<file path="src/rtl/core/srtf_pkg.sv">
// Package for the shortest-remaining-time-first scheduler core.
// Holds the command codes and the packed word types of both channels.
package srtf_pkg;

  localparam logic CMD_TICK   = 1'b0;
  localparam logic CMD_ARRIVE = 1'b1;

  typedef struct packed {
    logic        cmd;
    logic [7:0]  job_id;
    logic [15:0] service_time;
  } in_word_t;

  typedef struct packed {
    logic        running_valid;
    logic [7:0]  running_id;
    logic [15:0] running_remaining;
    logic        done_valid;
    logic [7:0]  done_id;
    logic        dropped;
    logic [4:0]  ready_count;
  } out_word_t;

endpackage

</file>
<file path="src/rtl/core/srtf_queue.sv">
// Two-entry word queue between the front and the back of the scheduler.
// Depends on srtf_pkg for the input word type.
module srtf_queue (
  input  logic             clk,
  input  logic             rst,
  input  logic             push,
  input  srtf_pkg::in_word_t push_word,
  output logic             full,
  input  logic             pop,
  output logic             empty,
  output srtf_pkg::in_word_t pop_word
);

  srtf_pkg::in_word_t mem [2];
  logic       wr_ptr;
  logic       rd_ptr;
  logic [1:0] count;

  assign full     = (count == 2'd2);
  assign empty    = (count == 2'd0);
  assign pop_word = mem[rd_ptr];

  always_ff @(posedge clk) begin
    if (push && !full) begin
      mem[wr_ptr] <= push_word;
    end
  end

  always_ff @(posedge clk) begin
    if (rst) begin
      wr_ptr <= 1'b0;
      rd_ptr <= 1'b0;
      count  <= 2'd0;
    end else begin
      if (push && !full) begin
        wr_ptr <= ~wr_ptr;
      end
      if (pop && !empty) begin
        rd_ptr <= ~rd_ptr;
      end
      count <= count + 2'((push && !full) ? 1 : 0) - 2'((pop && !empty) ? 1 : 0);
    end
  end

endmodule

</file>
<file path="src/rtl/core/srtf_engine.sv">
// Back part of the scheduler: holds the running job and the ready table,
// and scans the table one entry per cycle to pick the least remaining time.
// Depends on srtf_pkg for word types and command codes.
module srtf_engine #(
  parameter int READY_DEPTH = 16,
  parameter int TIME_BITS   = 16
) (
  input  logic               clk,
  input  logic               rst,
  input  logic [7:0]         tick_step,
  input  logic               empty,
  input  srtf_pkg::in_word_t item,
  output logic               pop,
  output logic               res_valid,
  input  logic               res_stall,
  output srtf_pkg::out_word_t res_word
);

  localparam int IW = (READY_DEPTH > 2) ? $clog2(READY_DEPTH + 2) : 2;
  localparam int CW = $clog2(READY_DEPTH + 1);

  typedef enum logic [4:0] {
    S_IDLE  = 5'b00001,
    S_SCAN  = 5'b00010,
    S_SHIFT = 5'b00100,
    S_TAKE  = 5'b01000,
    S_OUT   = 5'b10000
  } state_t;

  state_t state;

  logic [7:0]           ids   [READY_DEPTH + 2];
  logic [TIME_BITS-1:0] times [READY_DEPTH + 2];
  logic [IW-1:0]        fill;
  logic                 run_valid;
  logic [7:0]           run_id;
  logic [TIME_BITS-1:0] run_time;
  logic [IW-1:0]        idx;
  logic [IW-1:0]        best;
  logic [TIME_BITS-1:0] best_time;
  logic [7:0]           best_id;
  logic                 done;
  logic [7:0]           done_id;
  logic                 drop;
  logic [7:0]           rd_id;
  logic [TIME_BITS-1:0] rd_time;
  logic [TIME_BITS-1:0] stime;
  logic [TIME_BITS:0]   step_ext;

  assign stime    = TIME_BITS'(item.service_time);
  assign step_ext = (TIME_BITS + 1)'(tick_step);
  assign pop      = (state == S_IDLE) && !empty;

  always_ff @(posedge clk) begin
    rd_id   <= ids[idx];
    rd_time <= times[idx];
  end

  always_ff @(posedge clk) begin
    if (rst) begin
      state     <= S_IDLE;
      fill      <= '0;
      run_valid <= 1'b0;
      run_id    <= '0;
      run_time  <= '0;
      res_valid <= 1'b0;
      idx       <= '0;
    end else begin
      case (state)
        S_IDLE: begin
          if (!empty) begin
            idx <= '0;
            if (item.cmd == srtf_pkg::CMD_TICK) begin
              drop <= 1'b0;
              if (run_valid && run_time == '0) begin
                done <= 1'b1;
                done_id <= run_id;
                if (fill != '0) begin
                  state <= S_TAKE;
                end else begin
                  run_valid <= 1'b0;
                  run_id <= '0;
                  state <= S_OUT;
                end
              end else begin
                done <= 1'b0;
                done_id <= '0;
                state <= S_OUT;
                if (run_valid) begin
                  if ({1'b0, run_time} > step_ext) begin
                    run_time <= run_time - TIME_BITS'(tick_step);
                  end else begin
                    run_time <= '0;
                  end
                end
              end
            end else begin
              done <= 1'b0;
              done_id <= '0;
              if (fill >= IW'(READY_DEPTH)) begin
                drop <= 1'b1;
                state <= S_OUT;
              end else begin
                drop <= 1'b0;
                ids[fill] <= item.job_id;
                times[fill] <= stime;
                if (run_valid && run_time != '0) begin
                  ids[fill + IW'(1)] <= run_id;
                  times[fill + IW'(1)] <= run_time;
                  fill <= fill + IW'(2);
                end else begin
                  fill <= fill + IW'(1);
                end
                state <= S_TAKE;
              end
            end
          end
        end
        S_TAKE: begin
          idx <= IW'(1);
          state <= S_SCAN;
        end
        S_SCAN: begin
          if (idx == IW'(1)) begin
            best <= '0;
            best_time <= rd_time;
            best_id <= rd_id;
          end else if (rd_time < best_time) begin
            best <= idx - IW'(1);
            best_time <= rd_time;
            best_id <= rd_id;
          end
          if (idx >= fill) begin
            state <= S_SHIFT;
          end else begin
            idx <= idx + IW'(1);
          end
        end
        S_SHIFT: begin
          if (best + IW'(1) < fill) begin
            ids[best] <= ids[best + IW'(1)];
            times[best] <= times[best + IW'(1)];
            best <= best + IW'(1);
          end else begin
            run_valid <= 1'b1;
            run_id <= best_id;
            run_time <= best_time;
            fill <= fill - IW'(1);
            state <= S_OUT;
          end
        end
        S_OUT: begin
          if (!res_valid || !res_stall) begin
            res_valid <= 1'b1;
            res_word.running_valid <= run_valid;
            res_word.running_id <= run_valid ? run_id : 8'd0;
            res_word.running_remaining <= run_valid ? 16'(run_time) : 16'd0;
            res_word.done_valid <= done;
            res_word.done_id <= done_id;
            res_word.dropped <= drop;
            res_word.ready_count <= 5'(fill[CW-1:0]);
            state <= S_IDLE;
          end
        end
        default: state <= S_IDLE;
      endcase
      if (res_valid && !res_stall && state != S_OUT) begin
        res_valid <= 1'b0;
      end
    end
  end

endmodule

</file>
<file path="src/rtl/core/srtf_scheduler_core.sv">
// Shortest-remaining-time-first scheduler top level; front queue plus engine.
// A plain tick or a dropped arrival goes from idle straight to the result register; an arrival
// or a completion with jobs waiting first passes the take, scan and shift states, where up to
// READY_DEPTH + 1 table entries are scanned and shifted one per cycle.
// One word is worked on at a time; the next is taken the cycle after a result is registered.
// Synchronous reset empties the table, clears the running job and sets tick_step to 1.
module srtf_scheduler_core #(
  parameter int READY_DEPTH = 16,
  parameter int TIME_BITS   = 16
) (
  input  logic                clk,
  input  logic                rst,
  input  logic                cfg_valid,
  output logic                cfg_ready,
  input  logic [7:0]          cfg_data,
  input  logic                in_valid,
  output logic                in_stall,
  input  srtf_pkg::in_word_t  in_word,
  output logic                out_valid,
  input  logic                out_stall,
  output srtf_pkg::out_word_t out_word
);

  logic [7:0]         tick_step;
  logic               q_full;
  logic               q_empty;
  logic               q_pop;
  srtf_pkg::in_word_t q_word;

  assign cfg_ready = 1'b1;
  assign in_stall  = q_full;

  always_ff @(posedge clk) begin
    if (rst) begin
      tick_step <= 8'd1;
    end else if (cfg_valid && cfg_ready) begin
      tick_step <= cfg_data;
    end
  end

  srtf_queue u_queue (
    .clk(clk), .rst(rst), .push(in_valid), .push_word(in_word), .full(q_full),
    .pop(q_pop), .empty(q_empty), .pop_word(q_word)
  );

  srtf_engine #(.READY_DEPTH(READY_DEPTH), .TIME_BITS(TIME_BITS)) u_engine (
    .clk(clk), .rst(rst), .tick_step(tick_step), .empty(q_empty), .item(q_word),
    .pop(q_pop), .res_valid(out_valid), .res_stall(out_stall), .res_word(out_word)
  );

endmodule

</file>
<file path="config.mk">
export PLATFORM = sky130hd
export DESIGN_NAME = srtf_scheduler_core
export DESIGN_NICKNAME = d
export VERILOG_FILES = /design/src/rtl/core/srtf_pkg.sv /design/src/rtl/core/srtf_queue.sv /design/src/rtl/core/srtf_engine.sv /design/src/rtl/core/srtf_scheduler_core.sv
export SDC_FILE = /design/constraint.sdc
export NUM_CORES = 1
export LEC_CHECK = 0
export BUFFER_PORTS_ARGS = -buffer_cell sky130_fd_sc_hd__buf_2
export CORE_MARGIN = 4
export CORE_UTILIZATION = 35
export CTS_BUF_LIST = sky130_fd_sc_hd__clkbuf_16
export DETAILED_ROUTE_END_ITERATION = 10
export HOLD_SLACK_MARGIN = 0.15
export PLACE_DENSITY = 0.46
export SYNTH_ARGS = -nofsm -noshare
export SYNTH_HDL_FRONTEND = slang
export SYNTH_SLANG_ARGS = --single-unit
</file>
<file path="constraint.sdc">
create_clock -name clk -period 10.6 [get_ports clk]
set_clock_uncertainty 0.15 [all_clocks]
set_input_delay 1.59 -clock clk [delete_from_list [all_inputs] [get_ports clk]]
set_output_delay 1.59 -clock clk [all_outputs]
set_load 0.03 [all_outputs]
</file>
==> results.cfg, run 1 <==
[global_route]
antenna_found_initial = 3
grt_remaining_overflow = 0
grt_max_degree = 127
grt_pass1_wl_um = 173900
track_usage = 0.2198
grt_pass1_vias = 24770

[flow_run]
maxCapViolCount = 0

[setup_path]
cpLargestDelayFamily = buffers and inverters
worstSetupStartpointType = flop
critPathMaxFanout = 126
worstPathArrival_ns = 5.54
reg2reg_slack_ns = 5.18
path_class = flop to flop
rr_endpoint = u_engine.times[5][10]
cp_num_cells = 12
reg2reg_depth = 12
critPathMostFrequentCell = buf_4
path_cells = buf_12, nand3_1, xor2_4, inv_1, ha_1, and2_2, a2111o_2, buf_4, nor4b_1, a41oi_1, o21ai_4, buf_4
cpPeakStageDelay_ns = 0.71
r2r_start = u_engine.best[0]
endpoint_kind = flop
slowest_stage = buf_12
worst-path-buf-inv = 4
worst_ep_required_time_ns = 10.73

[synth]
synth_area_per_cell_um2 = 12.57
synth_cells = 2845
async_flop_share = 0
synth_cell_types = 91
ys_seq_area_frac = 0.5146
synth_edf_count = 561
synth_nets = 2930
yosys.area.top_type = edfxtp_1
synth_ff_type = edfxtp_1
yosysWarnings = 0
synthesis.area_um2 = 35770
synth_seq_cells = 639
yosys.area.top_type_share = 0.4710
synthTopCellsByArea = edfxtp_1 (47%), mux4_2 (14%), o211ai_1 (9.1%)

[cells_and_area]
fin_util = 0.3862
mostFrequentLayoutCell = edfxtp_1
final_cell_mix = edfxtp_1 (561), nand2_1 (483), o211ai_1 (432), mux4_2 (216), mux2i_1 (137)
area_growth_pct = 9.700
layout-drive-gt1-share = 0.2111
nets = 2829
design_area_um2 = 39240
final_cells = 4173

[place]
dp_hpwl_um = 72820
gp_congestion = 0.8278
dp.cells = 4034
io_buffers = 79
post_dp_cell_area_um2 = 36890

[cts]
cts_sinks = 639
cts_made_buffers = 76
cts_tree = done
ctsResizeCount = 0
htree_levels = 3
post_cts_buffers = 0
clk_latency_ns = 0.63
ctsHoldBuffers = 0
clkTransAtPathRegs_ns = 0.06
clockBufferDepth = 3
cts-root-buf = clkbuf_16

[floorplan]
initial_utilization = 0.3521
die_w_um = 327.7
ios = 81
coreArea_um2 = 101600
die_area_um2 = 107400
die_h_um = 327.7
num_rows = 117

[sta]
grt_setup_unrepaired = false
final.setup.tns_ns = 0
slew_headroom = 0.1712
fin_crit_ns = 5.416
setup_viol = 0
whs_ns = 0.2522
clock.fmax_mhz = 184.6
worst_pin_slew_ns = 1.240
hold_viol = 0
min_period_over_period = 0.5110
maxSlewViolCount = 0

[power_and_ir_drop]
powerDensity_nw_per_um2 = 179.9
p_leak_nw = 12.30
peakVddDrop_mv = 0.1439

[worst_hold_path]
hold_class = flop to flop
min_from = u_engine.rd_id[3]
hold_path_end = u_engine.best_id[3]
whs_path_depth = 0

[drt]
via_per_inst = 5.969
vias = 24910
drc_errors = 0
wirelength_um = 119600
detail_route.wl_per_cell_um = 28.67
ant_nets = 0
firstDrtPassIters = 7
first_iter_violations = 2732

[run_status]
outcome = finished, final reports clean
flip-flops by register name, summed over array words and instances, names as in the netlist, 8 cells and up, named ones only:
signal,count
tick_step,8
u_queue.mem,50
u_engine.res_word,40
u_engine.run_time,16
u_engine.best_id,8
u_engine.done_id,8
u_engine.best_time,16
u_engine.rd_time,16
u_engine.run_id,8
u_engine.ids,144
u_engine.rd_id,8
u_engine.times,288
power by group:
group	internal (mW)	switching, mW
logic	0.658	0.815
clock network	1.43	1.08
registers	2.98	0.0912
total	5.07	1.99
synthesized netlist by cell type (10+ instances only):
cell type and instances:
nand2_1 483, o21ai_2 24, and3_1 22, ha_1 46, nand2_2 14, nand3_1 13, a22oi_1 13, o21bai_1 16
o21ai_0 20, and2_1 35, mux2_2 25, buf_1 20, buf_4 44, edfxtp_1 561, a21oi_1 82, dfxtp_1 78
mux2i_1 137, nor3_1 14, inv_1 43, xnor2_1 10, buf_2 125, a31oi_1 10, buf_6 23, mux4_2 216
clkbuf_1 89, nor2_1 86, o211ai_1 432
worst max-delay path by stage:
stage,from,end,slack (ns)
2_1_floorplan,rst,u_engine.res_word[0],5.03
3_3_place_gp,u_engine.best[0],u_engine.times[5][5],5.25
3_5_place_dp,u_engine.best[0],u_engine.times[5][4],5.23
4_1_cts,u_engine.best[0],u_engine.times[5][2],5.17
5_1_grt,u_engine.best[0],u_engine.times[5][10],4.96
6_report,u_engine.best[0],u_engine.times[5][10],5.18
area by class of cell:
| type | count | area [µm²] |
|---|---|---|
| fillers | 9603 | 62360 |
| repair buffers | 130 | 790.8 |
| inverters | 45 | 168.9 |
| clock buffers | 80 | 2002 |
| clock inverters | 58 | 346.6 |
| well taps | 1368 | 1712 |
| flip-flops and latches | 639 | 18420 |
| multi-input cells | 1852 | 15800 |
| diodes | 1 | 2.502 |
kinds of logic after synthesis:
family,after synthesis,share of synthesized area
other,1,0.0001048
muxes,379,0.1826
xor gates and xnor gates,17,0.004373
adders and majority gates,47,0.01665
AOI/OAI and AO/OA,671,0.1370
DFF,639,0.5146
buffers and inverters,354,0.05247
and+or+nand+nor,737,0.09218
layer usage:
metal / wire [µm] / GRT usage / up-vias
li1: - / - / 10890
met1: 50410 / 0.3059 / 12650
met2: 54460 / 0.3446 / 1206
met3: 11440 / 0.04798 / 158
met4: 3338 / 0.06809 / 0
met5: 0 / 0 / -
metrics by stage:
step,setup slack (ns),total power [mW]
3_5_place_dp,5.230,4.615
2_1_floorplan,5.026,4.181
6_report,5.184,7.058
5_1_grt,4.958,7.369
4_1_cts,5.174,7.134
3_3_place_gp,5.251,4.574
(Power assumes the default switching activity.)
==> inputs of run 2 (changes only) <==
clock period = 5.25 ns   (was 10.6 ns; I/O delays follow)
==> run 2 against run 1 <==
Core utilization grew 0.45 points. Clock power increased by 110%. Register-to-register slack worse by 4.4 ns. Sequential power rose by 100%. Via count is 1.3% higher. Cell area is 1.2% higher. Worst setup slack got worse by 4.4 ns. Worst hold slack got worse by 0.061 ns. Sequential share of layout area decreased by 0.54 points. Global-route usage is 0.72 points higher. Critical endpoint is now u_engine.times[16][9]. Largest cell class unchanged. Largest power group unchanged. Highest routed layer unchanged.
==> results.cfg, run 2 (synthesis results as in run 1) <==
[setup_path]
endpoint_kind = flop
worst_ep_required_time_ns = 5.34
worstPathArrival_ns = 4.57
path_class = flop to flop
worstSetupStartpointType = flop
critPathMaxFanout = 24
reg2reg_depth = 7

[global_route]
grt_pass1_wl_um = 179400
grt_remaining_overflow = 0
antenna_found_initial = 3
grt_pass1_vias = 24790
track_usage = 0.2271
grt_max_degree = 98

[sta]
min_period_over_period = 0.8544
whs_ns = 0.1908
fin_crit_ns = 4.486
worst_pin_slew_ns = 1.250
maxSlewViolCount = 0
grt_setup_unrepaired = false
clock.fmax_mhz = 222.9
setup_viol = 0
hold_viol = 0
slew_headroom = 0.1643

[power_and_ir_drop]
powerDensity_nw_per_um2 = 361.4
power.switching_mw = 3.982
swShare = 0.2775
p_int_mw = 10.37
pwr-share-seq = 0.434
pwr-share-clk = 0.360
combPwrFrac = 0.205
p_leak_nw = 12.54
peakVddDrop_mv = 0.1891

[floorplan]
die_area_um2 = 107400
coreArea_um2 = 101600
initial_utilization = 0.3521
die_h_um = 327.7
ios = 81
num_rows = 117
die_w_um = 327.7

[flow_run]
maxCapViolCount = 0

[drt]
ant_nets = 0
drc_errors = 0
wirelength_um = 123400
detail_route.wl_per_cell_um = 29.31
via_per_inst = 5.996
first_iter_violations = 2987
vias = 25240
firstDrtPassIters = 6

[place]
gp_congestion = 0.8130
dp_hpwl_um = 74400
io_buffers = 79
post_dp_cell_area_um2 = 37310

[cells_and_area]
fin_util = 0.3907
mostFrequentLayoutCell = edfxtp_1
final_cell_mix = edfxtp_1 (561), nand2_1 (483), o211ai_1 (432), mux4_2 (216), mux2i_1 (137)
largest_reg_flops = 288
reg.largest.list = u_engine.times (288), u_engine.ids (144), u_queue.mem (50)
area_growth_pct = 10.98
design_area_um2 = 39700
regMostFlops = u_engine.times
layout-drive-gt1-share = 0.2232
nets = 2865

[cts]
clkTransAtPathRegs_ns = 0.06
clk_latency_ns = 0.63
cts_made_buffers = 74
htree_levels = 3
ctsHoldBuffers = 0
cts_tree = done
post_cts_buffers = 0
cts_sinks = 639
cts-root-buf = clkbuf_16
ctsResizeCount = 0
clockBufferDepth = 3

[worst_hold_path]
whs_path_depth = 1
hold_class = input port to flop

[run_status]
outcome = finished, final reports clean
==> run 2: cell count changes in the layout (fill, tap and decap cells not counted) <==
cell and delta:
buf_4 +27, buf_12 +11, clkinv_1 -6, clkinvlp_4 +3
bufinv_16 +2, clkinv_2 +2, clkinv_4 -1, clkinv_8 -1
inv_6 -1
==> run 2: final cells by class <==
cell class / count / area (µm²)
inverter: 45 / 168.9
multi-input combinational: 1852 / 15800
tap: 1368 / 1712
clock inverter: 56 / 382.9
timing repair buffer: 168 / 1214
antenna: 1 / 2.502
sequential: 639 / 18420
fill: 9629 / 61900
clock buffer: 80 / 2002
==> run 2: worst paths after layout <==
path / start / endpoint / slack (ns)
max: u_engine.fill[4] / u_engine.times[16][9] / 0.76
max reg2reg: u_engine.fill[4] / u_engine.times[16][9] / 0.76
min reg2reg: u_engine.rd_id[3] / u_engine.best_id[3] / 0.25
min: in_word[17] / u_queue.mem[1][17] / 0.19
==> run 2: metrics by stage <==
stage	instances	setup WS, ns	setup TNS, ns	power [mW]
global route	4208	0.5534	0	14.95
floorplan	2845	-0.06981	-5.026	8.442
detailed placement	4072	0.7974	0	9.309
global placement	4072	0.9164	0	9.239
finish	4209	0.7642	0	14.35
CTS	4208	0.7459	0	14.48
==> run 2: power by group through the flow <==
stage / registers, mW / logic (mW) / clock network (mW)
detailed placement: 6.34 / 2.97 / 0
global placement: 6.33 / 2.90 / 0
CTS: 6.24 / 2.97 / 5.27
floorplan: 6.19 / 2.25 / 0
global route: 6.26 / 3.21 / 5.48
finish: 6.23 / 2.95 / 5.17
==> run 2: routing by layer <==
layer  up-vias  global-route usage  share of wire
met5         -                   0              0
met4         0             0.07290          0.032
met3       206             0.03832          0.078
met2      1157              0.3609           0.46
met1     12920              0.3180           0.43
li1      10960                   -              -
==> run 2: worst max-delay path, stage by stage, from the launching register on <==
cell and delay, ns:
dfxtp_1 0.66, clkinv_1 0.40, ha_1 0.40, and2_2 0.22, a2111o_2 0.60, nor2_1 0.17, a21oi_1 0.36, o21bai_4 1.10
